[src/rtl/gbtk_pkg.sv]
`timescale 1ns / 1ps

package gbtk_pkg;

  localparam int unsigned ScoreW      = 16;
  localparam int unsigned IdW         = 20;
  localparam int unsigned SlotOutW    = 4;
  localparam int unsigned TableSlotsDef = 16;

endpackage

[src/rtl/group_best_top_k_tracker.sv]
`timescale 1ns / 1ps

// Group best top-K tracker.
// Input channel (in_valid_i / in_ready_o) carries candidates and read-out
// requests; output channel (out_valid_o / out_ready_i) carries results.
// op_i = 0: candidate. The group's best (score, id) is folded in on the
// transfer cycle; a candidate without end_of_group_i gives no result and the
// block is ready again in the next cycle. With end_of_group_i the group best
// is offered to a ranked table of TableSlots entries held in one memory,
// walked one entry at a time: each visited entry is read, then compared and
// moved; then the insert, if any, is written and the result is loaded.
// op_i = 1: read-out, one result per used slot in ascending score order;
// an empty table gives one all-zero result with last_item_o set.
// The block takes one item at a time: in_ready_o is low while an offer or a
// read-out is in progress. A stalled receiver holds the result in the output
// register and the sequencer waits before loading the next one.
// Reset empties the table and closes any open group; the table memory itself
// is not cleared, since only entries below the fill count are ever read.
module group_best_top_k_tracker #(
  parameter int unsigned TableSlots = gbtk_pkg::TableSlotsDef
) (
  input  logic                          clk_i,
  input  logic                          rst_ni,
  input  logic                          in_valid_i,
  output logic                          in_ready_o,
  input  logic                          op_i,
  input  logic [gbtk_pkg::ScoreW-1:0]   cand_score_i,
  input  logic [gbtk_pkg::IdW-1:0]      cand_id_i,
  input  logic                          end_of_group_i,
  output logic                          out_valid_o,
  input  logic                          out_ready_i,
  output logic                          entry_valid_o,
  output logic                          accepted_o,
  output logic [gbtk_pkg::SlotOutW-1:0] slot_index_o,
  output logic [gbtk_pkg::IdW-1:0]      win_id_o,
  output logic [gbtk_pkg::ScoreW-1:0]   win_score_o,
  output logic                          last_item_o
);
  import gbtk_pkg::*;

  localparam int unsigned IdxW  = (TableSlots > 1) ? $clog2(TableSlots) : 1;
  localparam int unsigned CntW  = $clog2(TableSlots + 1);
  localparam int unsigned WordW = IdxW + ScoreW;
  localparam logic [IdxW-1:0] LastIdx = IdxW'(TableSlots - 1);
  localparam logic [CntW-1:0] FullCnt = CntW'(TableSlots);

  typedef enum logic [2:0] {
    StIdle, StOffRd, StOffCmp, StIns, StEmit, StRoRd, StRoEmit
  } state_e;

  state_e               state_q;
  logic [CntW-1:0]      fill_q;
  logic [IdxW-1:0]      r_q;
  logic [IdxW-1:0]      ins_pos_q;
  logic [IdxW-1:0]      slot_q;
  logic                 full_mode_q;
  logic                 acc_q;
  logic [ScoreW-1:0]    score_q;
  logic [IdW-1:0]       id_q;
  logic                 in_group_q;
  logic [ScoreW-1:0]    gbest_score_q;
  logic [IdW-1:0]       gbest_id_q;

  logic                 out_valid_q;
  logic                 entry_valid_q;
  logic                 accepted_q;
  logic [IdxW-1:0]      slot_out_q;
  logic [IdW-1:0]       win_id_q;
  logic [ScoreW-1:0]    win_score_q;
  logic                 last_item_q;

  // ranked table: entry r holds {slot, score} of rank r, ascending
  logic [WordW-1:0]     rank_mem [TableSlots];
  logic [WordW-1:0]     rd_q;
  logic                 mem_we;
  logic [IdxW-1:0]      mem_wa;
  logic [WordW-1:0]     mem_wd;

  logic [IdxW-1:0]      rd_slot;
  logic [ScoreW-1:0]    rd_score;
  logic                 new_le;
  logic                 out_free;
  logic                 out_load;
  logic                 in_fire;
  logic [ScoreW-1:0]    base_score;
  logic [IdW-1:0]       base_id;
  logic [ScoreW-1:0]    best_score;
  logic [IdW-1:0]       best_id;
  logic [IdxW+SlotOutW-1:0] slot_ext;

  assign rd_slot  = rd_q[WordW-1:ScoreW];
  assign rd_score = rd_q[ScoreW-1:0];
  assign new_le   = (score_q <= rd_score);
  assign out_free = !out_valid_q || out_ready_i;
  assign out_load = out_free && (state_q inside {StEmit, StRoEmit});

  assign in_ready_o = (state_q == StIdle);
  assign in_fire    = in_valid_i && in_ready_o;

  always_comb begin
    base_score = in_group_q ? gbest_score_q : '0;
    base_id    = in_group_q ? gbest_id_q : cand_id_i;
    if (cand_score_i > base_score) begin
      best_score = cand_score_i;
      best_id    = cand_id_i;
    end else begin
      best_score = base_score;
      best_id    = base_id;
    end
  end

  always_comb begin
    mem_we = 1'b0;
    mem_wa = '0;
    mem_wd = rd_q;
    case (state_q)
      StOffCmp: begin
        if (full_mode_q) begin
          // shift a smaller entry down over the evicted minimum
          if (r_q != '0 && !new_le) begin
            mem_we = 1'b1;
            mem_wa = r_q - 1'b1;
          end
        end else if (new_le) begin
          // shift a larger-or-equal entry up to make room
          mem_we = 1'b1;
          mem_wa = r_q + 1'b1;
        end
      end
      StIns: begin
        mem_we = 1'b1;
        mem_wa = ins_pos_q;
        mem_wd = {slot_q, score_q};
      end
      default: ;
    endcase
  end

  always_ff @(posedge clk_i) begin
    if (mem_we) begin
      rank_mem[mem_wa] <= mem_wd;
    end
  end

  always_ff @(posedge clk_i) begin
    rd_q <= rank_mem[r_q];
  end

  always_ff @(posedge clk_i or negedge rst_ni) begin
    if (!rst_ni) begin
      state_q       <= StIdle;
      fill_q        <= '0;
      r_q           <= '0;
      ins_pos_q     <= '0;
      slot_q        <= '0;
      full_mode_q   <= 1'b0;
      acc_q         <= 1'b0;
      score_q       <= '0;
      id_q          <= '0;
      in_group_q    <= 1'b0;
      gbest_score_q <= '0;
      gbest_id_q    <= '0;
      out_valid_q   <= 1'b0;
      entry_valid_q <= 1'b0;
      accepted_q    <= 1'b0;
      slot_out_q    <= '0;
      win_id_q      <= '0;
      win_score_q   <= '0;
      last_item_q   <= 1'b0;
    end else begin
      if (out_load) begin
        out_valid_q <= 1'b1;
      end else if (out_ready_i) begin
        out_valid_q <= 1'b0;
      end
      case (state_q)
        StIdle: begin
          if (in_fire) begin
            r_q <= '0;
            if (op_i) begin
              if (fill_q == '0) begin
                acc_q   <= 1'b0;
                score_q <= '0;
                id_q    <= '0;
                state_q <= StEmit;
              end else begin
                state_q <= StRoRd;
              end
            end else begin
              gbest_score_q <= best_score;
              gbest_id_q    <= best_id;
              in_group_q    <= !end_of_group_i;
              if (end_of_group_i) begin
                score_q <= best_score;
                id_q    <= best_id;
                acc_q   <= 1'b1;
                if (fill_q == '0) begin
                  slot_q    <= '0;
                  ins_pos_q <= '0;
                  fill_q    <= fill_q + 1'b1;
                  state_q   <= StIns;
                end else if (fill_q == FullCnt) begin
                  full_mode_q <= 1'b1;
                  state_q     <= StOffRd;
                end else begin
                  full_mode_q <= 1'b0;
                  r_q         <= IdxW'(fill_q - 1'b1);
                  slot_q      <= IdxW'(fill_q);
                  fill_q      <= fill_q + 1'b1;
                  state_q     <= StOffRd;
                end
              end
            end
          end
        end
        StOffRd: begin
          state_q <= StOffCmp;
        end
        StOffCmp: begin
          if (full_mode_q) begin
            if (new_le) begin
              if (r_q == '0) begin
                // not above the minimum: reject
                acc_q   <= 1'b0;
                state_q <= StEmit;
              end else begin
                ins_pos_q <= r_q - 1'b1;
                state_q   <= StIns;
              end
            end else begin
              if (r_q == '0) begin
                slot_q <= rd_slot;
              end
              if (r_q == LastIdx) begin
                ins_pos_q <= r_q;
                state_q   <= StIns;
              end else begin
                r_q     <= r_q + 1'b1;
                state_q <= StOffRd;
              end
            end
          end else begin
            if (new_le) begin
              if (r_q == '0) begin
                ins_pos_q <= '0;
                state_q   <= StIns;
              end else begin
                r_q     <= r_q - 1'b1;
                state_q <= StOffRd;
              end
            end else begin
              ins_pos_q <= r_q + 1'b1;
              state_q   <= StIns;
            end
          end
        end
        StIns: begin
          state_q <= StEmit;
        end
        StEmit: begin
          if (out_free) begin
            entry_valid_q <= acc_q;
            accepted_q    <= acc_q;
            slot_out_q    <= acc_q ? slot_q : '0;
            win_id_q      <= id_q;
            win_score_q   <= score_q;
            last_item_q   <= 1'b1;
            state_q       <= StIdle;
          end
        end
        StRoRd: begin
          state_q <= StRoEmit;
        end
        StRoEmit: begin
          if (out_free) begin
            entry_valid_q <= 1'b1;
            accepted_q    <= 1'b0;
            slot_out_q    <= rd_slot;
            win_id_q      <= '0;
            win_score_q   <= rd_score;
            last_item_q   <= (r_q == IdxW'(fill_q - 1'b1));
            if (r_q == IdxW'(fill_q - 1'b1)) begin
              state_q <= StIdle;
            end else begin
              r_q     <= r_q + 1'b1;
              state_q <= StRoRd;
            end
          end
        end
        default: begin
          state_q <= StIdle;
        end
      endcase
    end
  end

  assign slot_ext      = {{SlotOutW{1'b0}}, slot_out_q};
  assign out_valid_o   = out_valid_q;
  assign entry_valid_o = entry_valid_q;
  assign accepted_o    = accepted_q;
  assign slot_index_o  = slot_ext[SlotOutW-1:0];
  assign win_id_o      = win_id_q;
  assign win_score_o   = win_score_q;
  assign last_item_o   = last_item_q;

endmodule
[config.mk]
export PLATFORM = sky130hd
export DESIGN_NAME = group_best_top_k_tracker
export DESIGN_NICKNAME = d
export VERILOG_FILES = /design/src/rtl/gbtk_pkg.sv /design/src/rtl/group_best_top_k_tracker.sv
export SDC_FILE = /design/constraint.sdc
export NUM_CORES = 1
export LEC_CHECK = 0
export BUFFER_PORTS_ARGS = -buffer_cell sky130_fd_sc_hd__clkbuf_2
export CORE_MARGIN = 1.5
export CORE_UTILIZATION = 64
export CTS_BUF_LIST = sky130_fd_sc_hd__clkbuf_2
export CTS_CLUSTER_DIAMETER = 80
export CTS_CLUSTER_SIZE = 20
export DETAILED_ROUTE_END_ITERATION = 10
export PLACE_DENSITY_LB_ADDON = 0.25
export SETUP_SLACK_MARGIN = 0.3
export SLEW_MARGIN = 20
export SYNTH_ARGS = -nofsm -noshare
export SYNTH_HDL_FRONTEND = slang
export SYNTH_SLANG_ARGS = --single-unit
[constraint.sdc]
create_clock -name clk_i -period 5.1 [get_ports clk_i]
set_input_delay 1.02 -clock clk_i [delete_from_list [all_inputs] [get_ports clk_i]]
set_output_delay 1.02 -clock clk_i [all_outputs]
set_load 0.005 [all_outputs]
==> results.sh, run 1 <==
export IMPL_initial_core_util_pct=65.5
export IMPL_dr_pass1_iters=5
export IMPL_clock_path_buffers=3
export IMPL_tritoncts="yes"
export IMPL_route_detailed_drc=0
export IMPL_post_dp_cell_area_um2=21800
export IMPL_critPathCaptureType="flip-flop"
export IMPL_synth_most_common_cell="edfxtp_1"
export IMPL_swShare_pct=37.7
export IMPL_dpl_cell_count=2009
export IMPL_num_rows=65
export IMPL_post_place_ws_ps=1110
export IMPL_critPathLaunchType="flip-flop"
export IMPL_yosysWarnings=0
export IMPL_stdcell_area_um2=22200
export IMPL_mappedNetlistArea_um2=20800
export IMPL_ys_types=64
export IMPL_synth_xor_area_share_pct=0.464
export IMPL_num_vias=13400
export IMPL_dieArea_um2=33500
export IMPL_ctsResizeCount=0
export IMPL_grt_usage_pct=29.6
export IMPL_crit_type="flip-flop to flip-flop"
export IMPL_antenna_found_initial=1
export IMPL_die_y_um=183
export IMPL_synth_edf_count=320
export IMPL_tightest_slew_ps=1010
export IMPL_hold_viol=0
export IMPL_synth_simple_gate_area_share_pct=7.75
export IMPL_rsz0062_at_grt="no"
export IMPL_cts_root_buf="clkbuf_2"
export IMPL_ys_top_cells_by_count="edfxtp_1, nand2_1, dfrtp_1"
export IMPL_chipWidth_um=183
export IMPL_io_pins=87
export IMPL_synth_top_family_by_area="compound AO/OA/AOI/OAI gates"
export IMPL_crit_fanout=21
export IMPL_p_seq_share_pct=49.0
export IMPL_vdd_ir_drop_max_uv=352
export IMPL_overflow=0
export IMPL_status="complete, no violations"
export IMPL_setup_ws_ps=877
export IMPL_crit_required_ps=5790
export IMPL_drt_total_wl_um=48700
export IMPL_min_path_type="primary input to flip-flop"
export IMPL_synth_area_leader_cell="edfxtp_1"
export IMPL_p_int_uw=7360
export IMPL_place_congestion=0.898
export IMPL_dp_hpwl_um=30500
export IMPL_synthFlopType="edfxtp_1"
export IMPL_power_share_combinational_pct=39.1
export IMPL_synth_compound_area_share_pct=11.3
export IMPL_synth_area_leaders="edfxtp_1, dfrtp_1, mux4_2"
export IMPL_fmax_mhz=237
export IMPL_fin_crit_ps=4220
export IMPL_setup_violations=0
export IMPL_switching_power_uw=4450
export IMPL_drive_gt1_share_pct=19.1
export IMPL_clk_pin_slew_ps=370
export IMPL_fin_tns_setup_ps=0
export IMPL_synthArstFlopShare_pct=29.0
export IMPL_seq_area_frac_synth_pct=65.0
export IMPL_syn_inst=1552
export IMPL_fin_crit_sh_pct=82.8
export IMPL_clock_skew_final_ps=147
export IMPL_synth_fa_ha_area_share_pct=2.35
export IMPL_cp_data_arrival_time_ps=4920
export IMPL_clkPwrFrac_pct=11.9
export IMPL_area_growth_pct=6.68
export IMPL_stdcell_count=2063
export IMPL_ys_seq_elements=479
export IMPL_io_buffers=86
export IMPL_initialDrtViolationCount=1311
export IMPL_grt_pass1_wl_um=74700
export IMPL_grt_max_degree=110
export IMPL_clk_latency_ps=1100
export IMPL_post_drt_wl_per_cell_um=23.6
export IMPL_syn_num_nets=1633
export IMPL_viasPerCell=6.50
export IMPL_layout_nets=1719
export IMPL_synthMuxAreaShare_pct=10.8
export IMPL_synth_top_area_share_pct=46.3
export IMPL_clock_sinks=479
export IMPL_ant_nets=0
export IMPL_pwr_density_cell_nw_per_um2=533
export IMPL_avgSynthCellArea_um2=13.4
export IMPL_p_leak_uw=0.00852
export IMPL_grt_pass1_vias=13000
export IMPL_p_total_uw=11800
export IMPL_htreeDepth=1
export IMPL_cts_buffers=28
export IMPL_core_region_area_um2=31700
export IMPL_max_slew_margin_pct=32.0
export IMPL_final_max_slew_viol_count=0
export IMPL_drv_cap=0
==> cell usage in the layout, fill, tap and decap left out, drive strengths merged, types with 4 or more instances in the layout <==
cell and instances:
a22o 37, nand4 10, nor2b 8, mux2i 84
a221o 16, nand3 6, buf 59, ha 39
o31a 4, clkbuf 132, xnor2 7, a222oi 4
xor2 4, o22ai 5, nand2b 8, inv 37
dfrtp 139, o21ai 119, o31ai 5, o211ai 4
nand2 230, o21a 5, a22oi 21, nor3 13
a21o 9, mux2 44, and3 19, edfxtp 320
a21oi 80, dfxtp 20, mux4 40, a221oi 20
nor2 73
==> critical path, cell delays in order, from the launching register on <==
cell	delay (ps)
dfrtp_1	500
ha_1	340
nand4_1	190
nor4_2	370
nand4_1	160
o31ai_2	120
buf_4	320
inv_4	100
or3_1	400
a2bb2oi_2	200
a21boi_0	230
nor3_2	490
buf_4	410
==> per-layer routing <==
layer	GRT usage [%]	share of wire (%)	vias to the layer above
li1	-	-	5994
met1	42.6	40	6668
met2	47.4	48	613
met3	3.71	8.1	128
met4	10.2	3.6	0
met5	0	0	-
==> kinds of logic after synthesis <==
group | count (synthesis)
and+or+nand+nor | 377
AOI/OAI and AO/OA | 353
DFF | 479
xor gates and xnor gates | 11
muxes | 168
buffers and inverters | 125
adders and majority gates | 39
==> worst paths after layout <==
check,start,endpoint,slack [ps],cells after the start
worst max-delay path,score_q[11],rank_mem[13][0],880,12
worst min-delay path,cand_id_i[1],id_q[1],130,3
worst max register to register,score_q[11],rank_mem[13][0],880,12
worst min register to register,win_id_o[14],win_id_o[14],520,2
max in group asynchronous,rst_ni,win_score_o[11],3500,3
min in group asynchronous,rst_ni,id_q[1],600,2
==> repair_timing <==
item	in CTS	in global routing
endpoints found under the hold margin	19	0
hold buffers	1	0
buffers inserted	0	0
endpoints found under the setup margin	0	0
==> per-stage QoR <==
| stage | hold WS (ps) | utilization [%] |
|---|---|---|
| 2_1_floorplan | 459 | - |
| 3_3_place_gp | 460 | 68.9 |
| 3_5_place_dp | 469 | 68.9 |
| 4_1_cts | 56.0 | 69.8 |
| 5_1_grt | 61.0 | 69.8 |
| 6_report | 130 | 69.8 |
==> cell type report <==
type / instances / area [um2]
Clock buffer: 47 / 235
Fill cell: 2236 / 9570
Timing Repair Buffer: 145 / 882
Inverter: 36 / 138
Multi-Input combinational cell: 948 / 6840
Tap cell: 402 / 503
Clock inverter: 4 / 56.3
Sequential cell: 479 / 13500
Antenna cell: 2 / 5.00
==> power by group through the flow <==
stage / clock, uW / sequential (uW) / combinational, uW
2_1_floorplan: 0 / 5660 / 3230
3_3_place_gp: 0 / 5830 / 4460
5_1_grt: 1560 / 5860 / 5060
3_5_place_dp: 0 / 5870 / 4590
4_1_cts: 1430 / 5770 / 4600
6_report: 1410 / 5780 / 4620
==> sequential cells by signal (all words and copies together) (netlist names), 5 cells and up <==
register	cells
rank_mem	320
gbest_id_q	20
id_q	20
rd_q	20
win_id_o	20
gbest_score_q	16
score_q	16
win_score_o	16
fill_q	5
Note: power is estimated with default switching activity, not from simulation.
==> run 2, diff against run 1 <==
--- a/config.mk
+++ b/config.mk
@@ -5,6 +5,7 @@
 export SDC_FILE = /design/constraint.sdc
 export NUM_CORES = 1
 export LEC_CHECK = 0
+export ABC_AREA = 1
 export BUFFER_PORTS_ARGS = -buffer_cell sky130_fd_sc_hd__clkbuf_2
 export CORE_MARGIN = 1.5
 export CORE_UTILIZATION = 64
==> constraint.sdc (replaced) <==
create_clock -name clk_i -period 4.1 [get_ports clk_i]
set_input_delay 0.82 -clock clk_i [delete_from_list [all_inputs] [get_ports clk_i]]
set_output_delay 0.82 -clock clk_i [all_outputs]
set_load 0.005 [all_outputs]
==> run 2 against run 1 <==
  * Synthesized area up 1.3%
  * Synthesized cell count up 31%
  * Clock skew up 7.7 ps
==> results.sh, run 2 <==
export IMPL_fin_tns_setup_ps=0
export IMPL_p_total_uw=15600
export IMPL_worstReg2RegEnd="rank_mem[14][9]"
export IMPL_min_to="state_q[1]"
export IMPL_synth_edf_count=320
export IMPL_slowest_delay_ps=500
export IMPL_rrSetupSlack_ps=690
export IMPL_final_common_cell="nand2_1"
export IMPL_initial_core_util_pct=64.8
export IMPL_dieArea_um2=34000
export IMPL_place_congestion=0.883
export IMPL_crit_type="flip-flop to flip-flop"
export IMPL_dr_pass1_iters=5
export IMPL_rsz0062_at_grt="no"
export IMPL_num_rows=66
export IMPL_synth_area_leaders="edfxtp_1, dfrtp_1, nand2_1"
export IMPL_status="complete, no violations"
export IMPL_ys_seq_elements=479
export IMPL_ys_types=44
export IMPL_regArea_um2=13500
export IMPL_drv_cap=0
export IMPL_overflow=0
export IMPL_clock_skew_final_ps=155
export IMPL_clock_path_buffers=3
export IMPL_htreeDepth=1
export IMPL_initialDrtViolationCount=1748
export IMPL_ctsResizeCount=0
export IMPL_critPathLaunchType="flip-flop"
export IMPL_final_max_slew_viol_count=0
export IMPL_largest_register="rank_mem"
export IMPL_antenna_found_initial=3
export IMPL_min_path_type="primary input to flip-flop"
export IMPL_tightest_slew_ps=1090
export IMPL_layout_common_cells="nand2_1, edfxtp_1, o21ai_0"
export IMPL_viasPerCell=6.09
export IMPL_fin_crit_sh_pct=83.1
export IMPL_cts_root_buf="clkbuf_2"
export IMPL_chipWidth_um=184
export IMPL_p_leak_uw=0.00925
export IMPL_hold_viol=0
export IMPL_crit_top_cell="nand2_1"
export IMPL_syn_inst=2034
export IMPL_fill_cells=2419
export IMPL_avgSynthCellArea_um2=10.3
export IMPL_path_buf_inv=1
export IMPL_cp_cell_sequence="ha_1 > nand2_1 > nor2_1 > nand2_1 > nand2_1 > nand2_1 > nand2_2 > nand2_2 > ha_1 > nand2_1 > o21ai_0 > a21oi_1 > nand2_1 > nor2_2 > buf_12"
export IMPL_ys_top_cells_by_count="nand2_1, edfxtp_1, o21ai_0"
export IMPL_stdcell_area_um2=22400
export IMPL_synth_most_common_cell="nand2_1"
export IMPL_critPathCaptureType="flip-flop"
export IMPL_drt_total_wl_um=52500
export IMPL_dp_hpwl_um=33300
export IMPL_synth_top_area_share_pct=45.7
export IMPL_syn_num_nets=2115
export IMPL_r2r_start="score_q[7]"
export IMPL_cpMaxStageDelayCell="dfrtp_1"
export IMPL_synth_area_leader_cell="edfxtp_1"
export IMPL_core_region_area_um2=32500
export IMPL_die_y_um=184
export IMPL_mappedNetlistArea_um2=21000
export IMPL_route_detailed_drc=0
export IMPL_seq_area_frac_synth_pct=64.1
export IMPL_drive_gt1_share_pct=12.1
export IMPL_area_growth_pct=6.65
export IMPL_tritoncts="yes"
export IMPL_cts_buffers=28
export IMPL_num_vias=15600
export IMPL_post_drt_wl_per_cell_um=20.4
export IMPL_crit_fanout=14
export IMPL_grt_usage_pct=31.0
export IMPL_clk_latency_ps=1120
export IMPL_fmax_mhz=294
export IMPL_fin_crit_ps=3410
export IMPL_worstHoldStart="out_ready_i"
export IMPL_grt_max_degree=76
export IMPL_multi_input_area_um2=6610
export IMPL_synthFlopType="edfxtp_1"
export IMPL_grt_pass1_wl_um=80100
export IMPL_yosysWarnings=0
export IMPL_crit_required_ps=4950
export IMPL_largest_reg_flops=320
export IMPL_whs_path_depth=4
export IMPL_synthArstFlopShare_pct=29.0
export IMPL_grt_pass1_vias=14600
export IMPL_io_pins=87
export IMPL_clk_pin_slew_ps=360
export IMPL_cp_data_arrival_time_ps=4250
export IMPL_io_buffers=86
export IMPL_clock_sinks=479
export IMPL_reg2reg_depth=15
export IMPL_post_dp_cell_area_um2=22100
export IMPL_pwr_density_cell_nw_per_um2=695
export IMPL_ant_nets=0
export IMPL_cp_top_family="simple AND/OR/NAND/NOR gates"
export IMPL_max_slew_margin_pct=27.4
export IMPL_fin_util_pct=69.1
export IMPL_layout_nets=2182
export IMPL_setup_violations=0
export IMPL_vdd_ir_drop_max_uv=386
-- run 2: cell types whose count changed after synthesis, sizes merged, moves of 21 or more --
| cell | delta |
|---|---|
| nand2 | +360 |
| nand3 | +108 |
| inv | +96 |
| mux2i | -84 |
| o21ai | +70 |
| mux2 | -44 |
| nor2 | +44 |
| mux4 | -40 |
| a22o | -37 |
| a32o | +22 |
| a22oi | -21 |
-- run 2: cell families after synthesis --
kind of cell               Yosys count  synth area share [%]
and+or+nand+nor                    876                  17.4
DFF                                479                  64.1
AOI/OAI and AO/OA                  383                  11.0
buffers and inverters              246                  4.74
adders and majority gates           39                  2.32
xor gates and xnor gates            11                 0.458
-- run 2: worst reg2reg max path, stage by stage (launching register included) --
cell	delay (ps)
dfrtp_1	500
ha_1	310
nand2_1	70
nor2_1	240
nand2_1	90
nand2_1	80
nand2_1	60
nand2_2	130
nand2_2	190
ha_1	240
nand2_1	60
o21ai_0	110
a21oi_1	270
nand2_1	200
nor2_2	480
buf_12	220
-- run 2: stage by stage --
| step | instances | setup WS, ps | hold WS [ps] |
|---|---|---|---|
| floorplan | 2034 | 769 | 442 |
| global placement | 2512 | 755 | 455 |
| detailed placement | 2512 | 730 | 465 |
| CTS | 2565 | 761 | 57.5 |
| global route | 2566 | 456 | 52.7 |
| finish | 2566 | 694 | 124 |
-- run 2: cell type report --
class / count / area share, %
flip-flops and latches: 479 / 60.2
clock buffers: 47 / 1.05
clock inverters: 5 / 0.273
well taps: 442 / 2.47
repair buffers: 151 / 4.36
inverters: 132 / 2.23
diodes: 1 / 0.0112
multi-input cells: 1309 / 29.5
-- run 2: how the worst max path moves through the flow --
stage	slack, ps	endpoint	cells after the start	start
after floorplan	770	rank_mem[2][0]	15	score_q[11]
after global placement	750	rank_mem[14][18]	15	score_q[7]
after detailed placement	730	rank_mem[14][19]	15	score_q[7]
after CTS	760	rank_mem[14][9]	15	score_q[7]
after global routing	460	rank_mem[14][13]	15	score_q[11]
final	690	rank_mem[14][9]	15	score_q[7]
-- run 2: repair_timing --
action	in CTS	in global routing
hold endpoints to repair	59	0
setup buffers	0	0
hold buffers	1	0
-- run 2: per-layer routing --
metal	share of wire, %	vias to the layer above	wire [um]	global-route usage, %
met5	0.025	-	13	0
met4	4.0	2	2080	12.9
met1	40	7516	20700	41.4
met3	9.6	123	5040	5.63
met2	47	793	24600	50.7
li1	-	7184	-	-
-- run 2: power breakdown --
| group | switching, uW | total, uW | internal (uW) |
|---|---|---|---|
| Sequential | 570 | 7240 | 6670 |
| Clock | 1400 | 1770 | 372 |
| Combinational | 4600 | 6570 | 1970 |
| Total | 6570 | 15600 | 9010 |
